`src/rtl/core/dgcpsd_pkg.sv`:
```
// types and constants shared by the dual gate charge psd block
// no dependencies
`default_nettype none

package dgcpsd_pkg;

    localparam int ACC_W        = 23;
    localparam int PSD_W        = 16;
    localparam int GATE_START_W = 10;
    localparam int GATE_END_W   = 11;
    localparam int CFG_IDX_W    = 2;
    localparam int CFG_DATA_W   = 11;
    localparam int REM_W        = 39;
    localparam int DIV_STEPS    = 16;
    localparam int CNT_W        = 4;
    localparam int NUM_SHIFT    = 15;
    localparam int DEN_SHIFT    = 16;

    localparam logic [CFG_IDX_W-1:0] CFG_LONG_START  = 2'd0;
    localparam logic [CFG_IDX_W-1:0] CFG_LONG_END    = 2'd1;
    localparam logic [CFG_IDX_W-1:0] CFG_SHORT_START = 2'd2;
    localparam logic [CFG_IDX_W-1:0] CFG_SHORT_END   = 2'd3;

    localparam logic [GATE_START_W-1:0] RST_LONG_START  = 10'd4;
    localparam logic [GATE_END_W-1:0]   RST_LONG_END    = 11'd54;
    localparam logic [GATE_START_W-1:0] RST_SHORT_START = 10'd4;
    localparam logic [GATE_END_W-1:0]   RST_SHORT_END   = 11'd14;

    localparam logic signed [ACC_W-1:0] ACC_MAX = 23'sd4194303;
    localparam logic signed [ACC_W-1:0] ACC_MIN = -23'sd4194303;
    localparam logic signed [PSD_W-1:0] PSD_MAX = 16'sh7FFF;
    localparam logic signed [PSD_W-1:0] PSD_MIN = 16'sh8000;

    typedef enum logic [2:0] {
        S_ACC,
        S_ABS,
        S_INIT,
        S_DIV,
        S_DONE
    } t_state;

    typedef struct packed {
        logic acc_en;
        logic abs_en;
        logic init_en;
        logic div_en;
        logic out_load;
    } t_cmd;

    typedef struct packed {
        logic div_last;
        logic out_free;
    } t_status;

    function automatic logic signed [ACC_W-1:0] sat_acc(input logic signed [ACC_W:0] v);
        logic signed [ACC_W-1:0] r;
        if (v > (ACC_W+1)'(ACC_MAX)) begin
            r = ACC_MAX;
        end else if (v < (ACC_W+1)'(ACC_MIN)) begin
            r = ACC_MIN;
        end else begin
            r = v[ACC_W-1:0];
        end
        return r;
    endfunction

endpackage

`default_nettype wire

```
`src/rtl/core/dual_gate_charge_psd.sv`:
```
// dual gate charge integration with pulse shape discrimination, top level
// depends on dgcpsd_pkg, dgcpsd_ctrl, dgcpsd_datapath
//
// input channel: one adc word per accepted word (i_in_valid high, o_in_stall low),
// carrying the sample, the pulse baseline and a last flag. baseline minus sample
// is summed into a long and a short gate sum by sample position.
// output channel: one word per pulse, after its last word, with both charges,
// psd = (long - short) / long in signed q1.14 and a psd valid flag.
// throughput: one word per cycle within a pulse. after the last word the input
// stalls through the prepare steps (abs, init), 16 divider steps and the load step
// while the restoring divider forms the ratio, one quotient bit per cycle.
// the output register holds a finished word while i_out_stall is high; the
// next pulse is taken meanwhile, and its result waits in the divider until
// the held word is taken.
// reset: gates return to 4..54 (long) and 4..14 (short), sums and position clear,
// output empty. gate registers are to be written by the user only while the block
// is idle; the block itself does not enforce it.
`default_nettype none

module dual_gate_charge_psd #(
    parameter int MAX_PULSE_SAMPLES = 1024,
    parameter int SAMPLE_BITS       = 12
) (
    input  wire                                 i_clk,
    input  wire                                 i_rst_n,
    input  wire                                 i_cfg_we,
    input  wire [dgcpsd_pkg::CFG_IDX_W-1:0]     i_cfg_index,
    input  wire [dgcpsd_pkg::CFG_DATA_W-1:0]    i_cfg_data,
    input  wire                                 i_in_valid,
    output logic                                o_in_stall,
    input  wire [SAMPLE_BITS-1:0]               i_adc_sample,
    input  wire [SAMPLE_BITS-1:0]               i_pulse_baseline,
    input  wire                                 i_last_sample,
    output logic                                o_out_valid,
    input  wire                                 i_out_stall,
    output logic signed [dgcpsd_pkg::ACC_W-1:0] o_long_charge,
    output logic signed [dgcpsd_pkg::ACC_W-1:0] o_short_charge,
    output logic signed [dgcpsd_pkg::PSD_W-1:0] o_psd_ratio,
    output logic                                o_psd_valid
);

    dgcpsd_pkg::t_cmd    cmd;
    dgcpsd_pkg::t_status status;

    dgcpsd_ctrl u_ctrl (
        .i_clk         (i_clk),
        .i_rst_n       (i_rst_n),
        .i_in_valid    (i_in_valid),
        .i_last_sample (i_last_sample),
        .i_status      (status),
        .o_cmd         (cmd),
        .o_in_stall    (o_in_stall)
    );

    dgcpsd_datapath #(
        .MAX_PULSE_SAMPLES (MAX_PULSE_SAMPLES),
        .SAMPLE_BITS       (SAMPLE_BITS)
    ) u_datapath (
        .i_clk            (i_clk),
        .i_rst_n          (i_rst_n),
        .i_cfg_we         (i_cfg_we),
        .i_cfg_index      (i_cfg_index),
        .i_cfg_data       (i_cfg_data),
        .i_adc_sample     (i_adc_sample),
        .i_pulse_baseline (i_pulse_baseline),
        .i_last_sample    (i_last_sample),
        .i_cmd            (cmd),
        .o_status         (status),
        .i_out_stall      (i_out_stall),
        .o_out_valid      (o_out_valid),
        .o_long_charge    (o_long_charge),
        .o_short_charge   (o_short_charge),
        .o_psd_ratio      (o_psd_ratio),
        .o_psd_valid      (o_psd_valid)
    );

endmodule

`default_nettype wire

```
`src/rtl/core/dgcpsd_ctrl.sv`:
```
// sequencer: accumulate, prepare, divide, hand off result
// depends on dgcpsd_pkg
`default_nettype none

module dgcpsd_ctrl (
    input  wire                 i_clk,
    input  wire                 i_rst_n,
    input  wire                 i_in_valid,
    input  wire                 i_last_sample,
    input  dgcpsd_pkg::t_status i_status,
    output dgcpsd_pkg::t_cmd    o_cmd,
    output logic                o_in_stall
);

    dgcpsd_pkg::t_state r_state;
    dgcpsd_pkg::t_state n_state;

    always_ff @(posedge i_clk) begin
        if (!i_rst_n) begin
            r_state <= dgcpsd_pkg::S_ACC;
        end else begin
            r_state <= n_state;
        end
    end

    always_comb begin
        n_state    = r_state;
        o_cmd      = '0;
        o_in_stall = 1'b1;
        unique case (r_state)
            dgcpsd_pkg::S_ACC: begin
                o_in_stall   = 1'b0;
                o_cmd.acc_en = i_in_valid;
                if (i_in_valid && i_last_sample) begin
                    n_state = dgcpsd_pkg::S_ABS;
                end
            end
            dgcpsd_pkg::S_ABS: begin
                o_cmd.abs_en = 1'b1;
                n_state      = dgcpsd_pkg::S_INIT;
            end
            dgcpsd_pkg::S_INIT: begin
                o_cmd.init_en = 1'b1;
                n_state       = dgcpsd_pkg::S_DIV;
            end
            dgcpsd_pkg::S_DIV: begin
                o_cmd.div_en = 1'b1;
                if (i_status.div_last) begin
                    n_state = dgcpsd_pkg::S_DONE;
                end
            end
            dgcpsd_pkg::S_DONE: begin
                if (i_status.out_free) begin
                    o_cmd.out_load = 1'b1;
                    n_state        = dgcpsd_pkg::S_ACC;
                end
            end
            default: begin
                n_state = dgcpsd_pkg::S_ACC;
            end
        endcase
    end

    a_one_cmd: assert property (@(posedge i_clk) disable iff (!i_rst_n)
        $onehot0(o_cmd))
        else $error("more than one datapath command");

    a_stall_busy: assert property (@(posedge i_clk) disable iff (!i_rst_n)
        (o_cmd.div_en || o_cmd.out_load || o_cmd.abs_en) |-> o_in_stall)
        else $error("input open while result in progress");

    a_last_to_abs: assert property (@(posedge i_clk) disable iff (!i_rst_n)
        (o_cmd.acc_en && i_last_sample) |=> o_cmd.abs_en)
        else $error("last word did not start result");

endmodule

`default_nettype wire

```
`src/rtl/core/dgcpsd_datapath.sv`:
```
// gate config, position counter, gate sums, restoring divider, output register
// depends on dgcpsd_pkg
`default_nettype none

module dgcpsd_datapath #(
    parameter int MAX_PULSE_SAMPLES = 1024,
    parameter int SAMPLE_BITS       = 12
) (
    input  wire                                    i_clk,
    input  wire                                    i_rst_n,
    input  wire                                    i_cfg_we,
    input  wire [dgcpsd_pkg::CFG_IDX_W-1:0]        i_cfg_index,
    input  wire [dgcpsd_pkg::CFG_DATA_W-1:0]       i_cfg_data,
    input  wire [SAMPLE_BITS-1:0]                  i_adc_sample,
    input  wire [SAMPLE_BITS-1:0]                  i_pulse_baseline,
    input  wire                                    i_last_sample,
    input  dgcpsd_pkg::t_cmd                       i_cmd,
    output dgcpsd_pkg::t_status                    o_status,
    input  wire                                    i_out_stall,
    output logic                                   o_out_valid,
    output logic signed [dgcpsd_pkg::ACC_W-1:0]    o_long_charge,
    output logic signed [dgcpsd_pkg::ACC_W-1:0]    o_short_charge,
    output logic signed [dgcpsd_pkg::PSD_W-1:0]    o_psd_ratio,
    output logic                                   o_psd_valid
);

    localparam int ACC_W = dgcpsd_pkg::ACC_W;
    localparam int POS_W = $clog2(MAX_PULSE_SAMPLES + 1);
    localparam int CMP_W = (POS_W > dgcpsd_pkg::GATE_END_W) ? POS_W : dgcpsd_pkg::GATE_END_W;
    localparam int REM_W = dgcpsd_pkg::REM_W;

    logic [dgcpsd_pkg::GATE_START_W-1:0] r_lg_start;
    logic [dgcpsd_pkg::GATE_END_W-1:0]   r_lg_end;
    logic [dgcpsd_pkg::GATE_START_W-1:0] r_sg_start;
    logic [dgcpsd_pkg::GATE_END_W-1:0]   r_sg_end;

    logic [POS_W-1:0]        r_pos;
    logic signed [ACC_W-1:0] r_long;
    logic signed [ACC_W-1:0] r_short;
    logic signed [ACC_W-1:0] r_lc;
    logic signed [ACC_W-1:0] r_sc;
    logic [ACC_W:0]          r_adiff;
    logic [ACC_W-1:0]        r_ad;
    logic                    r_neg;
    logic                    r_zero;
    logic [REM_W-1:0]        r_rem;
    logic [REM_W-1:0]        r_div;
    logic [dgcpsd_pkg::PSD_W-1:0] r_quo;
    logic [dgcpsd_pkg::CNT_W-1:0] r_cnt;
    logic                    r_out_valid;

    logic                    run;
    logic [CMP_W-1:0]        pos_c;
    logic                    in_long;
    logic                    in_short;
    logic signed [SAMPLE_BITS:0] diff;
    logic signed [ACC_W-1:0] n_long;
    logic signed [ACC_W-1:0] n_short;
    logic signed [ACC_W:0]   lc_sc;
    logic                    ge;
    logic signed [dgcpsd_pkg::PSD_W-1:0] q_mag;
    logic signed [dgcpsd_pkg::PSD_W-1:0] psd;

    // gate registers
    always_ff @(posedge i_clk) begin
        if (!i_rst_n) begin
            r_lg_start <= dgcpsd_pkg::RST_LONG_START;
            r_lg_end   <= dgcpsd_pkg::RST_LONG_END;
            r_sg_start <= dgcpsd_pkg::RST_SHORT_START;
            r_sg_end   <= dgcpsd_pkg::RST_SHORT_END;
        end else if (i_cfg_we) begin
            unique case (i_cfg_index)
                dgcpsd_pkg::CFG_LONG_START:  r_lg_start <= i_cfg_data[dgcpsd_pkg::GATE_START_W-1:0];
                dgcpsd_pkg::CFG_LONG_END:    r_lg_end   <= i_cfg_data;
                dgcpsd_pkg::CFG_SHORT_START: r_sg_start <= i_cfg_data[dgcpsd_pkg::GATE_START_W-1:0];
                dgcpsd_pkg::CFG_SHORT_END:   r_sg_end   <= i_cfg_data;
                default: begin
                end
            endcase
        end
    end

    assign run      = r_pos < POS_W'(MAX_PULSE_SAMPLES);
    assign pos_c    = CMP_W'(r_pos);
    assign in_long  = run && (pos_c >= CMP_W'(r_lg_start)) && (pos_c < CMP_W'(r_lg_end));
    assign in_short = run && (pos_c >= CMP_W'(r_sg_start)) && (pos_c < CMP_W'(r_sg_end));
    assign diff     = $signed({1'b0, i_pulse_baseline}) - $signed({1'b0, i_adc_sample});

    always_comb begin
        n_long  = r_long;
        n_short = r_short;
        if (in_long) begin
            n_long = dgcpsd_pkg::sat_acc((ACC_W+1)'(r_long) + (ACC_W+1)'(diff));
        end
        if (in_short) begin
            n_short = dgcpsd_pkg::sat_acc((ACC_W+1)'(r_short) + (ACC_W+1)'(diff));
        end
    end

    // gate sums and sample position
    always_ff @(posedge i_clk) begin
        if (!i_rst_n) begin
            r_pos   <= '0;
            r_long  <= '0;
            r_short <= '0;
        end else if (i_cmd.acc_en) begin
            if (i_last_sample) begin
                r_pos   <= '0;
                r_long  <= '0;
                r_short <= '0;
            end else begin
                r_long  <= n_long;
                r_short <= n_short;
                if (run) begin
                    r_pos <= r_pos + POS_W'(1);
                end
            end
        end
    end

    assign lc_sc = (ACC_W+1)'(r_lc) - (ACC_W+1)'(r_sc);
    assign ge    = r_rem >= r_div;

    // snapshot, magnitudes and restoring divider
    always_ff @(posedge i_clk) begin
        if (i_cmd.acc_en && i_last_sample) begin
            r_lc <= n_long;
            r_sc <= n_short;
        end
        if (i_cmd.abs_en) begin
            r_adiff <= lc_sc[ACC_W] ? unsigned'(-lc_sc) : unsigned'(lc_sc);
            r_ad    <= r_lc[ACC_W-1] ? unsigned'(-r_lc) : unsigned'(r_lc);
            r_neg   <= lc_sc[ACC_W] ^ r_lc[ACC_W-1];
            r_zero  <= r_lc == '0;
        end
        if (i_cmd.init_en) begin
            r_rem <= (REM_W'(r_adiff) << dgcpsd_pkg::NUM_SHIFT) + REM_W'(r_ad);
            r_div <= REM_W'(r_ad) << dgcpsd_pkg::DEN_SHIFT;
            r_cnt <= '0;
        end else if (i_cmd.div_en) begin
            if (ge) begin
                r_rem <= r_rem - r_div;
            end
            r_div <= r_div >> 1;
            r_quo <= {r_quo[dgcpsd_pkg::PSD_W-2:0], ge};
            r_cnt <= r_cnt + dgcpsd_pkg::CNT_W'(1);
        end
    end

    assign o_status.div_last = r_cnt == dgcpsd_pkg::CNT_W'(dgcpsd_pkg::DIV_STEPS - 1);
    assign o_status.out_free = !r_out_valid || !i_out_stall;

    // top quotient bit set means the ratio reached two in magnitude
    always_comb begin
        q_mag = $signed({1'b0, r_quo[dgcpsd_pkg::PSD_W-2:0]});
        if (r_zero) begin
            psd = '0;
        end else if (r_neg) begin
            psd = r_quo[dgcpsd_pkg::PSD_W-1] ? dgcpsd_pkg::PSD_MIN : -q_mag;
        end else begin
            psd = r_quo[dgcpsd_pkg::PSD_W-1] ? dgcpsd_pkg::PSD_MAX : q_mag;
        end
    end

    always_ff @(posedge i_clk) begin
        if (!i_rst_n) begin
            r_out_valid <= 1'b0;
        end else if (i_cmd.out_load) begin
            r_out_valid <= 1'b1;
        end else if (!i_out_stall) begin
            r_out_valid <= 1'b0;
        end
    end

    always_ff @(posedge i_clk) begin
        if (i_cmd.out_load) begin
            o_long_charge  <= r_lc;
            o_short_charge <= r_sc;
            o_psd_ratio    <= psd;
            o_psd_valid    <= !r_zero;
        end
    end

    assign o_out_valid = r_out_valid;

    a_pos_range: assert property (@(posedge i_clk) disable iff (!i_rst_n)
        r_pos <= POS_W'(MAX_PULSE_SAMPLES))
        else $error("sample position past limit");

    a_acc_range: assert property (@(posedge i_clk) disable iff (!i_rst_n)
        (r_long >= dgcpsd_pkg::ACC_MIN) && (r_short >= dgcpsd_pkg::ACC_MIN))
        else $error("gate sum below saturation floor");

    a_psd_flag: assert property (@(posedge i_clk) disable iff (!i_rst_n)
        o_out_valid |-> (o_psd_valid == (o_long_charge != '0)))
        else $error("psd flag disagrees with long charge");

    a_psd_zero: assert property (@(posedge i_clk) disable iff (!i_rst_n)
        (o_out_valid && !o_psd_valid) |-> (o_psd_ratio == '0))
        else $error("psd not zero on invalid word");

endmodule

`default_nettype wire

```
`config.mk`:
```
export PLATFORM = sky130hd
export DESIGN_NAME = dual_gate_charge_psd
export DESIGN_NICKNAME = d
export VERILOG_FILES = /design/src/rtl/core/dgcpsd_pkg.sv /design/src/rtl/core/dual_gate_charge_psd.sv /design/src/rtl/core/dgcpsd_ctrl.sv /design/src/rtl/core/dgcpsd_datapath.sv
export SDC_FILE = /design/constraint.sdc
export NUM_CORES = 1
export LEC_CHECK = 0
export BUFFER_PORTS_ARGS = -buffer_cell sky130_fd_sc_hd__buf_2
export CAP_MARGIN = 20
export CORE_MARGIN = 2
export CORE_UTILIZATION = 63
export CTS_CLUSTER_SIZE = 20
export DETAILED_ROUTE_END_ITERATION = 8
export GPL_TIMING_DRIVEN = 1
export PLACE_DENSITY = 0.86
export SYNTH_ARGS = -nofsm -noshare
export SYNTH_HDL_FRONTEND = slang
export SYNTH_SLANG_ARGS = --single-unit
```
`constraint.sdc`:
```
create_clock -name i_clk -period 8.3 [get_ports i_clk]
set_clock_uncertainty 0.15 [all_clocks]
set_input_delay 0 -clock i_clk [delete_from_list [all_inputs] [get_ports i_clk]]
set_output_delay 0 -clock i_clk [all_outputs]
set_load 0.02 [all_outputs]
```
; ---- Word level (Yosys, flattened, before mapping)
; Cells that the tools add are included.
[totals]
regBits = 359
in_bits = 43
[op_classes]
add_sub_neg = 11
n_lt_le_gt_ge = 10
eq_ne = 12
mux = 33
bitwise_logic = 2
reduce_logical = 24
[ops]
columns = cell, count
row1 = 23-bit two-way mux, 9
row2 = 39-bit two-way mux, 5
row3 = 23-bit by 13-bit adder with 24-bit output, 2
row4 = "24-bit by 23-bit greater-than comparator with 1-bit output, second input constant", 2
row5 = "24-bit by 23-bit < comparator with 1-bit output, second input constant", 2
row6 = 39-bit by 23-bit adder with 39-bit output, 1
row7 = 39-bit >= comparator, 1
row8 = 39-bit subtractor, 1
row9 = 16-bit two-way mux, 2
row10 = 24-bit negator, 1
row11 = 23-bit by 23-bit subtractor with 24-bit output, 1
row12 = 23-bit zero test, 1
row13 = 23-bit negator, 1
row14 = 11-bit by 10-bit >= comparator with 1-bit output, 2
row15 = 11-bit < comparator, 2
row16 = 11-bit two-way mux, 2
row17 = 22-bit two-way mux, 1
row18 = 15-bit negator with 16-bit output, 1
row19 = 15-bit two-way mux, 1
row20 = 3-bit case mux with 5 select lines, 1
row21 = 2-bit AND reduction, 7
row22 = 12-bit by 12-bit subtractor with 13-bit output, 1
row23 = "11-bit by 1-bit adder with 11-bit output, second input constant", 1
row24 = "11-bit < comparator, second input constant", 1
row25 = 20 further kinds, 43

; ---- Depth between registers and ports, before layout
; Gate-level depths: netlist of run 1.
[depth]
depth_word = 7
ltp_mapped = 26
ltp_nobuf = 24

; ---- Modules after synthesis
; From an unflattened synthesis of run 1, not the netlist that was laid out.
[unflattened]
hier_cells = 2412
hier_area_um2 = 22634.2
[modules_own_cells]
columns = module, n_inst, cells_each, area_each_um2, seq_area_each_um2
row1 = dgcpsd_datapath, 1, 2391, 22454.0, 9489.1
row2 = dgcpsd_ctrl, 1, 21, 180.2, 60.1

; ---- Least setup slack after synthesis of run 1
; OpenSTA, ideal clock, no wires.
[synth_timing]
kind = input to register
startpoint = input port i_pulse_baseline[0]
endpoint = register u_datapath.r_lc[0] (data pin)
setup_time_ns = 0.131
arrival_ns = 5.008
required_ns = 8.019
setup_slack_ns = 3.011
path_stages = 24
path_buffers = 0
path_cell_list = inv_1 -> ha_1 -> fa_1 -> nor2b_1 -> o21ai_0 -> a21boi_0 -> o21ai_0 -> a21boi_0 -> o21ai_0 -> a21boi_0 -> o21a_1 -> nor2_1 -> o21a_1 -> ha_1 -> nor2_1 -> nor2b_1 -> o21a_1 -> o22ai_1 -> nand4_1 -> or4_1 -> or4_1 -> or4b_1 -> o31ai_2 -> mux2_1
[synth_between]
elab_chain_cells = 6
[synth_rtl]
columns = element, line_no
row1 = "start, declared", dual_gate_charge_psd.sv:32  ; input wire [SAMPLE_BITS-1:0] i_pulse_baseline,
row2 = 12-bit by 12-bit subtractor with 13-bit output (*), dgcpsd_datapath.sv:87  ; assign diff = $signed({1'b0, i_pulse_baseline}) - $signed({1'b0, i_adc_sample});
row3 = 23-bit by 13-bit adder with 24-bit output (*), dgcpsd_datapath.sv:93  ; n_long = dgcpsd_pkg::sat_acc((ACC_W+1)'(r_long) + (ACC_W+1)'(diff));
row4 = 24-bit by 23-bit < comparator with 1-bit output, dgcpsd_pkg.sv:59  ; end else if (v < (ACC_W+1)'(ACC_MIN)) begin
row5 = 23-bit two-way mux, dgcpsd_pkg.sv:59
row6 = 23-bit two-way mux (*), dgcpsd_pkg.sv:57  ; if (v > (ACC_W+1)'(ACC_MAX)) begin
row7 = 23-bit two-way mux (*), dgcpsd_datapath.sv:92  ; if (in_long) begin
row8 = net u_datapath.n_long[0], dgcpsd_datapath.sv:57  ; logic signed [ACC_W-1:0] n_long;
row9 = "end signal, assigned", dgcpsd_datapath.sv:127  ; r_lc <= n_long;
row10 = "end, declared", dgcpsd_datapath.sv:40  ; logic signed [ACC_W-1:0] r_lc;
; The timed path passes the listed nets; every way through them passes the cells marked *.
; A chain may end at the register's enable or synchronous reset.

; ---- Worst setup path in the final report of run 1
[layout_timing]
startpoint = input port i_adc_sample[0]
endpoint = register u_datapath.r_sc[15] (data pin)
[layout_between]
elab_chain_cells = 6
[layout_rtl]
columns = element, line_no
row1 = "start, declared", dual_gate_charge_psd.sv:31  ; input wire [SAMPLE_BITS-1:0] i_adc_sample,
row2 = 12-bit by 12-bit subtractor with 13-bit output (*), dgcpsd_datapath.sv:87
row3 = 23-bit by 13-bit adder with 24-bit output (*), dgcpsd_datapath.sv:96  ; n_short = dgcpsd_pkg::sat_acc((ACC_W+1)'(r_short) + (ACC_W+1)'(diff));
row4 = 24-bit by 23-bit < comparator with 1-bit output, dgcpsd_pkg.sv:59
row5 = 23-bit two-way mux, dgcpsd_pkg.sv:59
row6 = 23-bit two-way mux (*), dgcpsd_pkg.sv:57
row7 = 23-bit two-way mux (*), dgcpsd_datapath.sv:95  ; if (in_short) begin
row8 = net u_datapath.n_short[15], dgcpsd_datapath.sv:58  ; logic signed [ACC_W-1:0] n_short;
row9 = "end signal, assigned", dgcpsd_datapath.sv:128  ; r_sc <= n_short;
row10 = "end, declared", dgcpsd_datapath.sv:41  ; logic signed [ACC_W-1:0] r_sc;
; Marks and branches as above.

==> impl_metrics.py, run 1 <==
metrics = {
    "outcome": {
        "status": "completed",
    },
    "placed_design": {
        "dpl.hpwl_mm": 42.6,
        "gp_congestion": 0.959,
        "postPlaceCellArea_sq_um": 23300,
        "portBuffers": 107,
    },
    "routing": {
        "vias_per_cell": 6.27,
        "wire_per_inst_microns": 19.6,
        "drt_pre_antenna_iters": 6,
        "routed_wirelength_mm": 58.3,
        "routed-via-count": 18600,
        "drtIter0Drc": 1527,
        "drc": 0,
        "ant_nets": 0,
    },
    "worst_setup_path": {
        "endpoint_kind": "register",
        "r2r_slack_ns": 3.92,
        "r2r_end": "u_datapath.r_sc[15]",
        "worstRegToRegCells": 13,
        "required_ns": 8.44,
        "worstPathMaxFanout": 22,
        "r2r-start": "u_datapath.r_short[0]",
        "arrival_ns": 6.13,
        "path_class": "in -> reg",
        "startpoint_type": "input pin",
    },
    "grt": {
        "grt_max_degree": 64,
        "grt_use_total_pct": 31.6,
        "antenna_found_initial": 1,
        "grt_pass1_vias": 17900,
        "overflow": 0,
        "grt_pass1_wl_mm": 92.4,
    },
    "synthesis": {
        "syn_nets": 2591,
        "synth.cell_area_sq_um": 22300,
        "synth_flop_cell": "edfxtp_1",
        "synth-edff-count": 236,
        "avgSynthCellArea_sq_um": 9.40,
        "synth_seq_area_share_pct": 42.9,
        "async_reset_ff_share_pct": 0,
        "synth_cell_types": 85,
        "ys_ff_latch": 359,
        "syn_inst": 2367,
        "ys_warn_count": 0,
    },
    "power_and_ir_drop": {
        "vdd_drop_max_mv": 0.184,
        "powerDensity_nw_per_um2": 211,
        "p_leak_uw": 0.00995,
        "fin_total_pwr_uw": 5250,
    },
    "sta": {
        "finalCriticalPeriod_ns": 5.99,
        "final.period_utilization_pct": 72.1,
        "max_freq_mhz": 167,
        "finalSetupViolCount": 0,
        "hold_viol_final": 0,
        "grt_setup_unrepaired": "false",
        "relSlewSlack_pct": 24.9,
        "tns_ns": 0,
        "final_max_slew_viol_count": 0,
        "tightestPinTransition_ns": 1.12,
    },
    "floorplan": {
        "core-area_sq_um": 34600,
        "rows": 68,
        "boundaryPins": 108,
        "die_area_sq_um": 36800,
        "die_w_microns": 192,
        "fp.dieH_microns": 192,
        "initial_utilization_pct": 64.3,
    },
    "cts": {
        "cts_made_buffers": 39,
        "clockRootBuffer": "clkbuf_16",
        "path_clk_slew_ns": 0.06,
        "cts_tree": "done",
        "htreeDepth": 2,
        "cts_buffer_depth": 3,
        "worstSkewPairLatency_ns": 0.54,
        "clock-sinks": 359,
    },
    "job": {
        "drv_cap": 0,
    },
    "cells_and_area": {
        "num-nets-final": 2712,
        "final_area_sq_um": 24800,
        "area_growth_pct": 11.6,
        "n_antenna_cell": 0,
        "final_layout_size_suffix_gt1_share_pct": 8.78,
    },
    "worst_hold_path": {
        "hold_depth": 4,
        "hp-start": "i_cfg_data[10]",
        "hold_path.class": "in -> reg",
        "hold_end": "u_datapath.r_sg_end[10]",
    },
}
==> per-layer routing <==
| layer | routed length [microns] | up-vias | global-route usage [%] |
|---|---|---|---|
| met5 | 7 | - | 0 |
| met4 | 2470 | 2 | 13.3 |
| met3 | 4770 | 147 | 4.60 |
| met2 | 27500 | 799 | 53.0 |
| met1 | 23500 | 8858 | 40.9 |
| li1 | - | 8830 | - |
==> cell type report <==
class,instances,area [sq um]
inverters,180,676
clock buffers,51,1080
fillers,2433,9790
clock inverters,20,236
repair buffers,145,883
well taps,455,569
multi-input cells,1763,11800
flip-flops and latches,359,9550
==> how the worst max path moves through the flow <==
stage                   startpoint                  end  slack (ns)  cells past startpoint
6_report           i_adc_sample[0]  u_datapath.r_sc[15]        2.31                     24
5_1_grt        i_pulse_baseline[0]  u_datapath.r_sc[15]        1.68                     25
4_1_cts            i_adc_sample[0]  u_datapath.r_sc[15]        2.46                     24
3_5_place_dp   i_pulse_baseline[0]  u_datapath.r_sc[15]        1.91                     25
3_3_place_gp       i_adc_sample[0]  u_datapath.r_sc[15]        2.29                     24
2_1_floorplan  i_pulse_baseline[0]   u_datapath.r_lc[0]        3.01                     24
==> cell families (layout without fill, tap and decap cells) <==
logic type | after synthesis | after routing | share of synthesized area, %
AO/OA/AOI/OAI | 625 | 625 | 18.1
AND/OR/NAND/NOR | 740 | 740 | 15.5
adder cells (fa/ha/maj) | 190 | 190 | 10.8
buffers and inverters | 245 | 396 | 4.14
XOR/XNOR | 165 | 165 | 6.49
flip-flops | 359 | 359 | 42.9
multiplexers | 43 | 43 | 2.01
==> timing repair <==
action	4_1_cts	5_1_grt
gates resized for setup	0	0
endpoints found under the hold margin	71	0
buffers inserted	0	0
hold buffers	22	0
setup endpoints to repair	0	0
==> synth_stat cells (28+ instances only) <==
library cell	count	area share (%)
nor2b_1	31	0.87
a21o_1	49	1.7
xnor2_1	105	4.1
ha_1	175	9.8
nand3_1	55	1.2
clkbuf_1	59	1.0
xor2_1	60	2.4
nor3_1	40	0.90
edfxtp_1	236	32
o21a_1	34	1.1
a21oi_1	172	3.9
o21ai_1	53	1.2
dfxtp_1	123	11
a211oi_1	28	0.94
o21ai_0	88	2.0
nor2_1	241	4.1
mux2i_1	30	1.3
inv_1	179	3.0
nand2_1	215	3.6
o31ai_1	37	1.2
==> critical path: stages <==
cell and delay [ns]:
buf_2 0.10, ha_1 0.21, fa_1 0.41, nor2b_1 0.11
o21ai_0 0.12, a21boi_0 0.32, o21ai_0 0.16, a21boi_0 0.26
o21ai_0 0.14, a21boi_0 0.28, o21a_1 0.15, nor2_1 0.06
o21a_1 0.57, ha_1 0.58, a21o_1 0.24, o21bai_1 0.19
a2111oi_0 0.52, o31a_1 0.23, a211oi_1 0.07, nor2_1 0.10
and4b_1 0.24, nand3_1 0.10, a21oi_2 0.68, and3b_1 0.26
==> per-stage QoR <==
| step | hold slack [ns] | std cells | utilization [%] | setup WS [ns] |
|---|---|---|---|---|
| 2_1_floorplan | -0.0140 | 2367 | - | 3.01 |
| 3_3_place_gp | 0.101 | 2878 | 67.2 | 2.29 |
| 3_5_place_dp | 0.116 | 2878 | 67.2 | 1.91 |
| 4_1_cts | 0.143 | 2971 | 71.7 | 2.46 |
| 5_1_grt | 0.189 | 2973 | 71.7 | 1.68 |
| 6_report | 0.164 | 2973 | 71.7 | 2.31 |
==> registers in the layout, summed over array words and instances, names as in the netlist, 16 cells and up <==
signal	cells
u_datapath.r_div	39
u_datapath.r_rem	39
u_datapath.r_adiff	24
u_datapath.o_long_charge	23
u_datapath.o_short_charge	23
u_datapath.r_ad	23
u_datapath.r_lc	23
u_datapath.r_long	23
u_datapath.r_sc	23
u_datapath.r_short	23
u_datapath.o_psd_ratio	16
u_datapath.r_quo	16
==> cell usage in the layout (no fill, tap or decap), types with 37 or more instances in the layout <==
cell	synthesis	layout
nor2_1	241	239
edfxtp_1	236	236
nand2_1	215	215
inv_1	179	178
ha_1	175	175
a21oi_1	172	171
dfxtp_1	123	122
buf_2	1	107
xnor2_1	105	105
o21ai_0	88	88
xor2_1	60	60
nand3_1	55	55
o21ai_1	53	52
a21o_1	49	49
clkbuf_16	0	41
nor3_1	40	38
o31ai_1	37	37
==> power by group <==
| part | total [uW] | switching (uW) | internal, uW |
|---|---|---|---|
| sequential | 2160 | 88.5 | 2070 |
| combinational | 1290 | 791 | 499 |
| clock | 1800 | 724 | 1080 |
| total | 5250 | 1600 | 3650 |
Power figures use the tool's default switching activity.
==> inputs of run 2 (changes only) <==
Clock period 8.3 ns to 6.1 ns, I/O delays scaled along.
==> run 2 against run 1 <==
Setup slack worse by 1.8 ns. Global-route usage up 0.18 points. Non-clock buffer count up 4. Die area unchanged. Sequential cell count unchanged. Count of clock-buffer cells in the layout down 4. Via count up 0.35%. Wire length down 0.68%.
==> impl_metrics.py, run 2 (synthesis results as in run 1) <==
metrics = {
    "outcome": {
        "status": "completed",
    },
    "placed_design": {
        "dpl.hpwl_mm": 42.6,
        "portBuffers": 107,
        "dp_cells": 2883,
        "postPlaceCellArea_sq_um": 23300,
        "gp_congestion": 1.02,
        "pre_cts_ws_ns": 0.139,
    },
    "routing": {
        "routed-via-count": 18700,
        "drtIter0Drc": 1748,
        "vias_per_cell": 6.28,
        "routed_wirelength_mm": 57.9,
        "wire_per_inst_microns": 19.4,
        "ant_nets": 0,
        "drc": 0,
        "drt_pre_antenna_iters": 6,
    },
    "grt": {
        "grt_use_total_pct": 31.8,
        "grt_pass1_vias": 18400,
        "grt_pass1_wl_mm": 92.9,
        "grt_util_met3_pct": 4.81,
        "grt_max_degree": 64,
        "use_met1_pct": 41.2,
        "grtUsageMet2_pct": 51.6,
        "grt.busiest_layer": "met2",
        "antenna_found_initial": 0,
        "overflow": 0,
    },
    "worst_setup_path": {
        "endpoint_kind": "register",
        "cpLargestDelayFamily": "compound AO/OA/AOI/OAI gates",
        "startpoint_type": "input pin",
        "required_ns": 6.37,
        "path_cells": "buf_2, ha_1, fa_1, nor2b_1, o21ai_0, a21boi_0, o21ai_0, a21boi_0, o21ai_0, a21boi_0, o21a_1, nor2_1, o21a_1, buf_4, ha_1, a21oi_1, a21bo_1, nor2b_1, o21ai_1, a211oi_1, xnor2_1, nor2_1, nor4_1, a221o_1",
        "worstPathMaxFanout": 15,
        "worstRegToRegCells": 11,
        "arrival_ns": 5.86,
        "path_class": "in -> reg",
        "slowest_stage": "nor2_1",
        "r2r-start": "u_datapath.r_div[6]",
        "r2r_slack_ns": 1.80,
        "worstPathBufferInverterCount": 2,
        "max_stage_delay_ns": 0.85,
        "r2r_end": "u_datapath.r_rem[33]",
    },
    "power_and_ir_drop": {
        "p_sw_uw": 2200,
        "seqPwrFrac_pct": 40.4,
        "pwr-share-comb_pct": 24.2,
        "vdd_drop_max_mv": 0.226,
        "p_leak_uw": 0.0100,
        "powerDensity_nw_per_um2": 291,
        "clkPwrFrac_pct": 35.4,
        "intPower_uw": 5070,
        "p_sw_share_pct": 30.3,
    },
    "floorplan": {
        "die_area_sq_um": 36800,
        "core-area_sq_um": 34600,
        "die_w_microns": 192,
        "fp.dieH_microns": 192,
        "boundaryPins": 108,
        "rows": 68,
        "initial_utilization_pct": 64.3,
    },
    "worst_hold_path": {
        "hp-start": "i_cfg_data[6]",
        "hold_path.class": "in -> reg",
        "hold_end": "u_datapath.r_lg_end[6]",
        "hold_depth": 4,
    },
    "job": {
        "drv_cap": 0,
    },
    "sta": {
        "relSlewSlack_pct": 26.5,
        "tightestPinTransition_ns": 1.10,
        "tns_ns": 0,
        "fin_ws_ns": 0.513,
        "finalSetupViolCount": 0,
        "finalCriticalPeriod_ns": 5.59,
        "max_freq_mhz": 179,
        "holdWs_ns": 0.149,
        "grt_setup_unrepaired": "false",
        "hold_viol_final": 0,
        "final.period_utilization_pct": 91.6,
        "final_max_slew_viol_count": 0,
    },
    "cells_and_area": {
        "final_layout_size_suffix_gt1_share_pct": 9.24,
        "reg_top3": "u_datapath.r_div x39, u_datapath.r_rem x39, u_datapath.r_adiff x24",
        "most-common-layout-cells": "nor2_1, edfxtp_1, nand2_1",
        "n_antenna_cell": 0,
        "final_area_sq_um": 24900,
        "num-nets-final": 2716,
        "fin_cells": 2977,
        "final_common_cell": "nor2_1",
        "area_growth_pct": 12.1,
    },
    "cts": {
        "clockRootBuffer": "clkbuf_16",
        "cts_made_buffers": 39,
        "postCtsSetupBuffers": 0,
        "path_clk_slew_ns": 0.06,
        "cts_tree": "done",
        "cts_buffer_depth": 3,
        "worstSkewPairLatency_ns": 0.54,
        "clock-sinks": 359,
        "htreeDepth": 2,
    },
}
## run 2: timing repair
item | 4_1_cts | 5_1_grt
endpoints found under the setup margin | 0 | 0
hold endpoints to repair | 71 | 0
resized for setup | 0 | 0
hold buffers | 21 | 0
## run 2: per-layer routing
metal	part of all wire (%)	vias to the layer above
li1	-	8825
met1	41	8831
met2	46	860
met3	8.3	185
met4	5.3	0
met5	0	-
## run 2: tightest hold or removal path, delay by kind of cell
family	cells	cell delay, ns
compound gates	1	0.05
buf+inv	2	0.68
simple gates	1	0.06
## run 2: stage by stage
step	utilization (%)	total power [uW]
after floorplan	-	4240
after detailed placement	67.3	4670
after CTS	72.0	7250
final	72.0	7270
after global routing	72.0	7570
after global placement	67.3	4600
## run 2: layout make-up
type / count / area, sq um
clock buffers: 47 / 1080
fillers: 2436 / 9680
multi-input cells: 1763 / 11800
inverters: 180 / 676
repair buffers: 149 / 911
clock inverters: 24 / 323
well taps: 455 / 569
flip-flops and latches: 359 / 9550
## run 2: how the worst max path moves through the flow
stage / startpoint / to / cells after the start / slack, ns
floorplan: i_pulse_baseline[0] / u_datapath.r_lc[0] / 24 / 0.81
global placement: i_adc_sample[0] / u_datapath.r_lc[0] / 24 / 0.37
detailed placement: i_adc_sample[0] / u_datapath.r_lc[21] / 25 / 0.14
CTS: i_adc_sample[0] / u_datapath.r_long[1] / 24 / 0.65
global route: i_adc_sample[0] / u_datapath.r_long[1] / 24 / 0.02
finish: i_adc_sample[0] / u_datapath.r_long[1] / 24 / 0.51
## run 2: power by group through the flow
stage / Combinational (uW) / Sequential, uW / Clock [uW]
final: 1760 / 2930 / 2580
after global routing: 1940 / 2940 / 2680
after CTS: 1720 / 2930 / 2590
after detailed placement: 1690 / 2980 / 0
after global placement: 1630 / 2970 / 0
after floorplan: 1320 / 2930 / 0
==> inputs of run 3 (changes only) <==
Settings changed: CORE_UTILIZATION 63 to 61, CTS_BUF_LIST set to sky130_fd_sc_hd__clkbuf_2, PLACE_DENSITY 0.86 to 0.83.
==> run 3 against run 2 <==
Clock power decreased by 40%. Highest routed layer unchanged. Sequential cell count unchanged. Largest cell class unchanged. Die area rose by 3.2%. Register-to-register slack got worse by 0.18 ns. Combinational power about the same. Critical endpoint is now u_datapath.r_lc[0].
==> impl_metrics.py, run 3 (synthesis results as in run 1) <==
metrics = {
    "outcome": {
        "status": "completed",
    },
    "grt": {
        "grt_pass1_vias": 18500,
        "grt_pass1_wl_mm": 92.8,
        "overflow": 0,
        "antenna_found_initial": 2,
        "grt_max_degree": 61,
        "grt_use_total_pct": 30.3,
    },
    "routing": {
        "drt_pre_antenna_iters": 6,
        "vias_per_cell": 6.10,
        "ant_nets": 0,
        "routed_wirelength_mm": 58.3,
        "routed-via-count": 19000,
        "wire_per_inst_microns": 18.7,
        "drtIter0Drc": 1686,
        "drc": 0,
    },
    "sta": {
        "holdWs_ns": 0.0593,
        "relSlewSlack_pct": 27.4,
        "finalCriticalPeriod_ns": 5.59,
        "max_freq_mhz": 179,
        "finalSetupViolCount": 0,
        "tightestPinTransition_ns": 1.09,
        "grt_setup_unrepaired": "false",
        "final_max_slew_viol_count": 0,
        "final.period_utilization_pct": 91.6,
        "hold_viol_final": 0,
        "tns_ns": 0,
    },
    "cells_and_area": {
        "reg_top3": "u_datapath.r_div x39, u_datapath.r_rem x39, u_datapath.r_adiff x24",
        "area_growth_pct": 11.3,
        "final_layout_size_suffix_gt1_share_pct": 11.8,
        "final_common_cell": "nor2_1",
        "num-nets-final": 2805,
        "most-common-layout-cells": "nor2_1, edfxtp_1, nand2_1",
    },
    "floorplan": {
        "boundaryPins": 108,
        "die_w_microns": 195,
        "fp.dieH_microns": 195,
        "core-area_sq_um": 35700,
        "initial_utilization_pct": 62.3,
        "rows": 69,
        "die_area_sq_um": 38000,
    },
    "cts": {
        "clockRootBuffer": "clkbuf_2",
        "cts_buffer_depth": 3,
        "cts_made_buffers": 86,
        "htreeDepth": 3,
        "postCtsSetupBuffers": 0,
        "path_clk_slew_ns": 0.12,
        "clock-sinks": 359,
        "cts_tree": "done",
        "worstSkewPairLatency_ns": 0.97,
    },
    "worst_setup_path": {
        "endpoint_kind": "register",
        "r2r-start": "u_datapath.r_div[6]",
        "r2r_end": "u_datapath.r_rem[12]",
        "worstRegToRegCells": 11,
        "arrival_ns": 6.22,
        "worstPathMaxFanout": 12,
        "startpoint_type": "input pin",
        "r2r_slack_ns": 1.62,
        "path_class": "in -> reg",
        "required_ns": 6.73,
    },
    "job": {
        "drv_cap": 0,
    },
    "power_and_ir_drop": {
        "p_leak_uw": 0.0101,
        "vdd_drop_max_mv": 0.147,
        "powerDensity_nw_per_um2": 252,
    },
    "placed_design": {
        "dpl.hpwl_mm": 41.9,
        "gp_congestion": 0.992,
        "portBuffers": 107,
    },
    "worst_hold_path": {
        "hold_depth": 7,
        "hold_path.class": "in -> reg",
        "hold_end": "u_datapath.r_short[7]",
        "hp-start": "i_pulse_baseline[7]",
    },
}
run 3: worst max-delay path, cell delays in order:
cell and delay [ns]:
dlygate4sd3_1 0.53, buf_2 0.12, ha_1 0.21, fa_1 0.41, nor2b_1 0.11, o21ai_0 0.12
a21boi_0 0.35, o21ai_0 0.17, a21boi_0 0.24, o21ai_0 0.13, a21boi_1 0.21, o21a_1 0.13
nor2_1 0.06, o21a_1 0.36, ha_1 0.42, nor2_1 0.15, nor2b_1 0.07, o21a_1 0.16
o22ai_1 0.20, nand4_1 0.12, or4_1 0.51, or4_1 0.47, or4b_1 0.52, o31ai_2 0.23
mux2_1 0.19
run 3: how the worst max path moves through the flow:
| stage | start | end | slack [ns] | cells past startpoint |
|---|---|---|---|---|
| 6_report | i_adc_sample[0] | u_datapath.r_lc[0] | 0.51 | 25 |
| 5_1_grt | i_adc_sample[0] | u_datapath.r_lc[0] | 0.07 | 25 |
| 4_1_cts | i_adc_sample[0] | u_datapath.r_lc[0] | 0.61 | 25 |
| 3_5_place_dp | i_adc_sample[0] | u_datapath.r_lc[0] | 0.19 | 24 |
| 3_3_place_gp | i_pulse_baseline[0] | u_datapath.r_lc[0] | 0.49 | 25 |
| 2_1_floorplan | i_pulse_baseline[0] | u_datapath.r_lc[0] | 0.81 | 24 |
run 3: timing repair:
item	in CTS	in global routing
hold buffers	62	1
endpoints found under the hold margin	217	6
setup endpoints to repair	0	1
resized for setup	0	1
run 3: routing by layer:
layer	vias to the layer above	track usage, %	part of all wire [%]
met1	8907	37.0	40
li1	9057	-	-
met4	0	16.6	5.0
met5	-	0	0
met3	182	4.44	6.7
met2	840	51.8	48
run 3: cell type report:
class                           instances  area [sq um]
Multi-Input combinational cell       1763         11800
Clock inverter                         22           106
Antenna cell                            2          5.00
Clock buffer                          134           671
Inverter                              180           676
Fill cell                            2656         11000
Timing Repair Buffer                  191          1340
Sequential cell                       359          9550
Tap cell                              461           577
run 3: per-stage QoR:
| stage | cells | instance area (sq um) | utilization (%) | setup slack, ns | power (uW) |
|---|---|---|---|---|---|
| floorplan | 2367 | 22300 | - | 0.811 | 4240 |
| global placement | 2889 | 23300 | 65.2 | 0.490 | 4590 |
| detailed placement | 2889 | 23300 | 65.2 | 0.195 | 4660 |
| CTS | 3107 | 24700 | 69.2 | 0.614 | 6220 |
| global route | 3112 | 24800 | 69.3 | 0.0710 | 6600 |
| finish | 3112 | 24800 | 69.3 | 0.512 | 6250 |
run 3: power by group:
| part | switching (uW) | leakage [uW] | internal [uW] |
|---|---|---|---|
| combinational | 1060 | 0.00634 | 706 |
| clock | 975 | 0.000613 | 588 |
| sequential | 111 | 0.00319 | 2810 |
| total | 2150 | 0.0101 | 4100 |
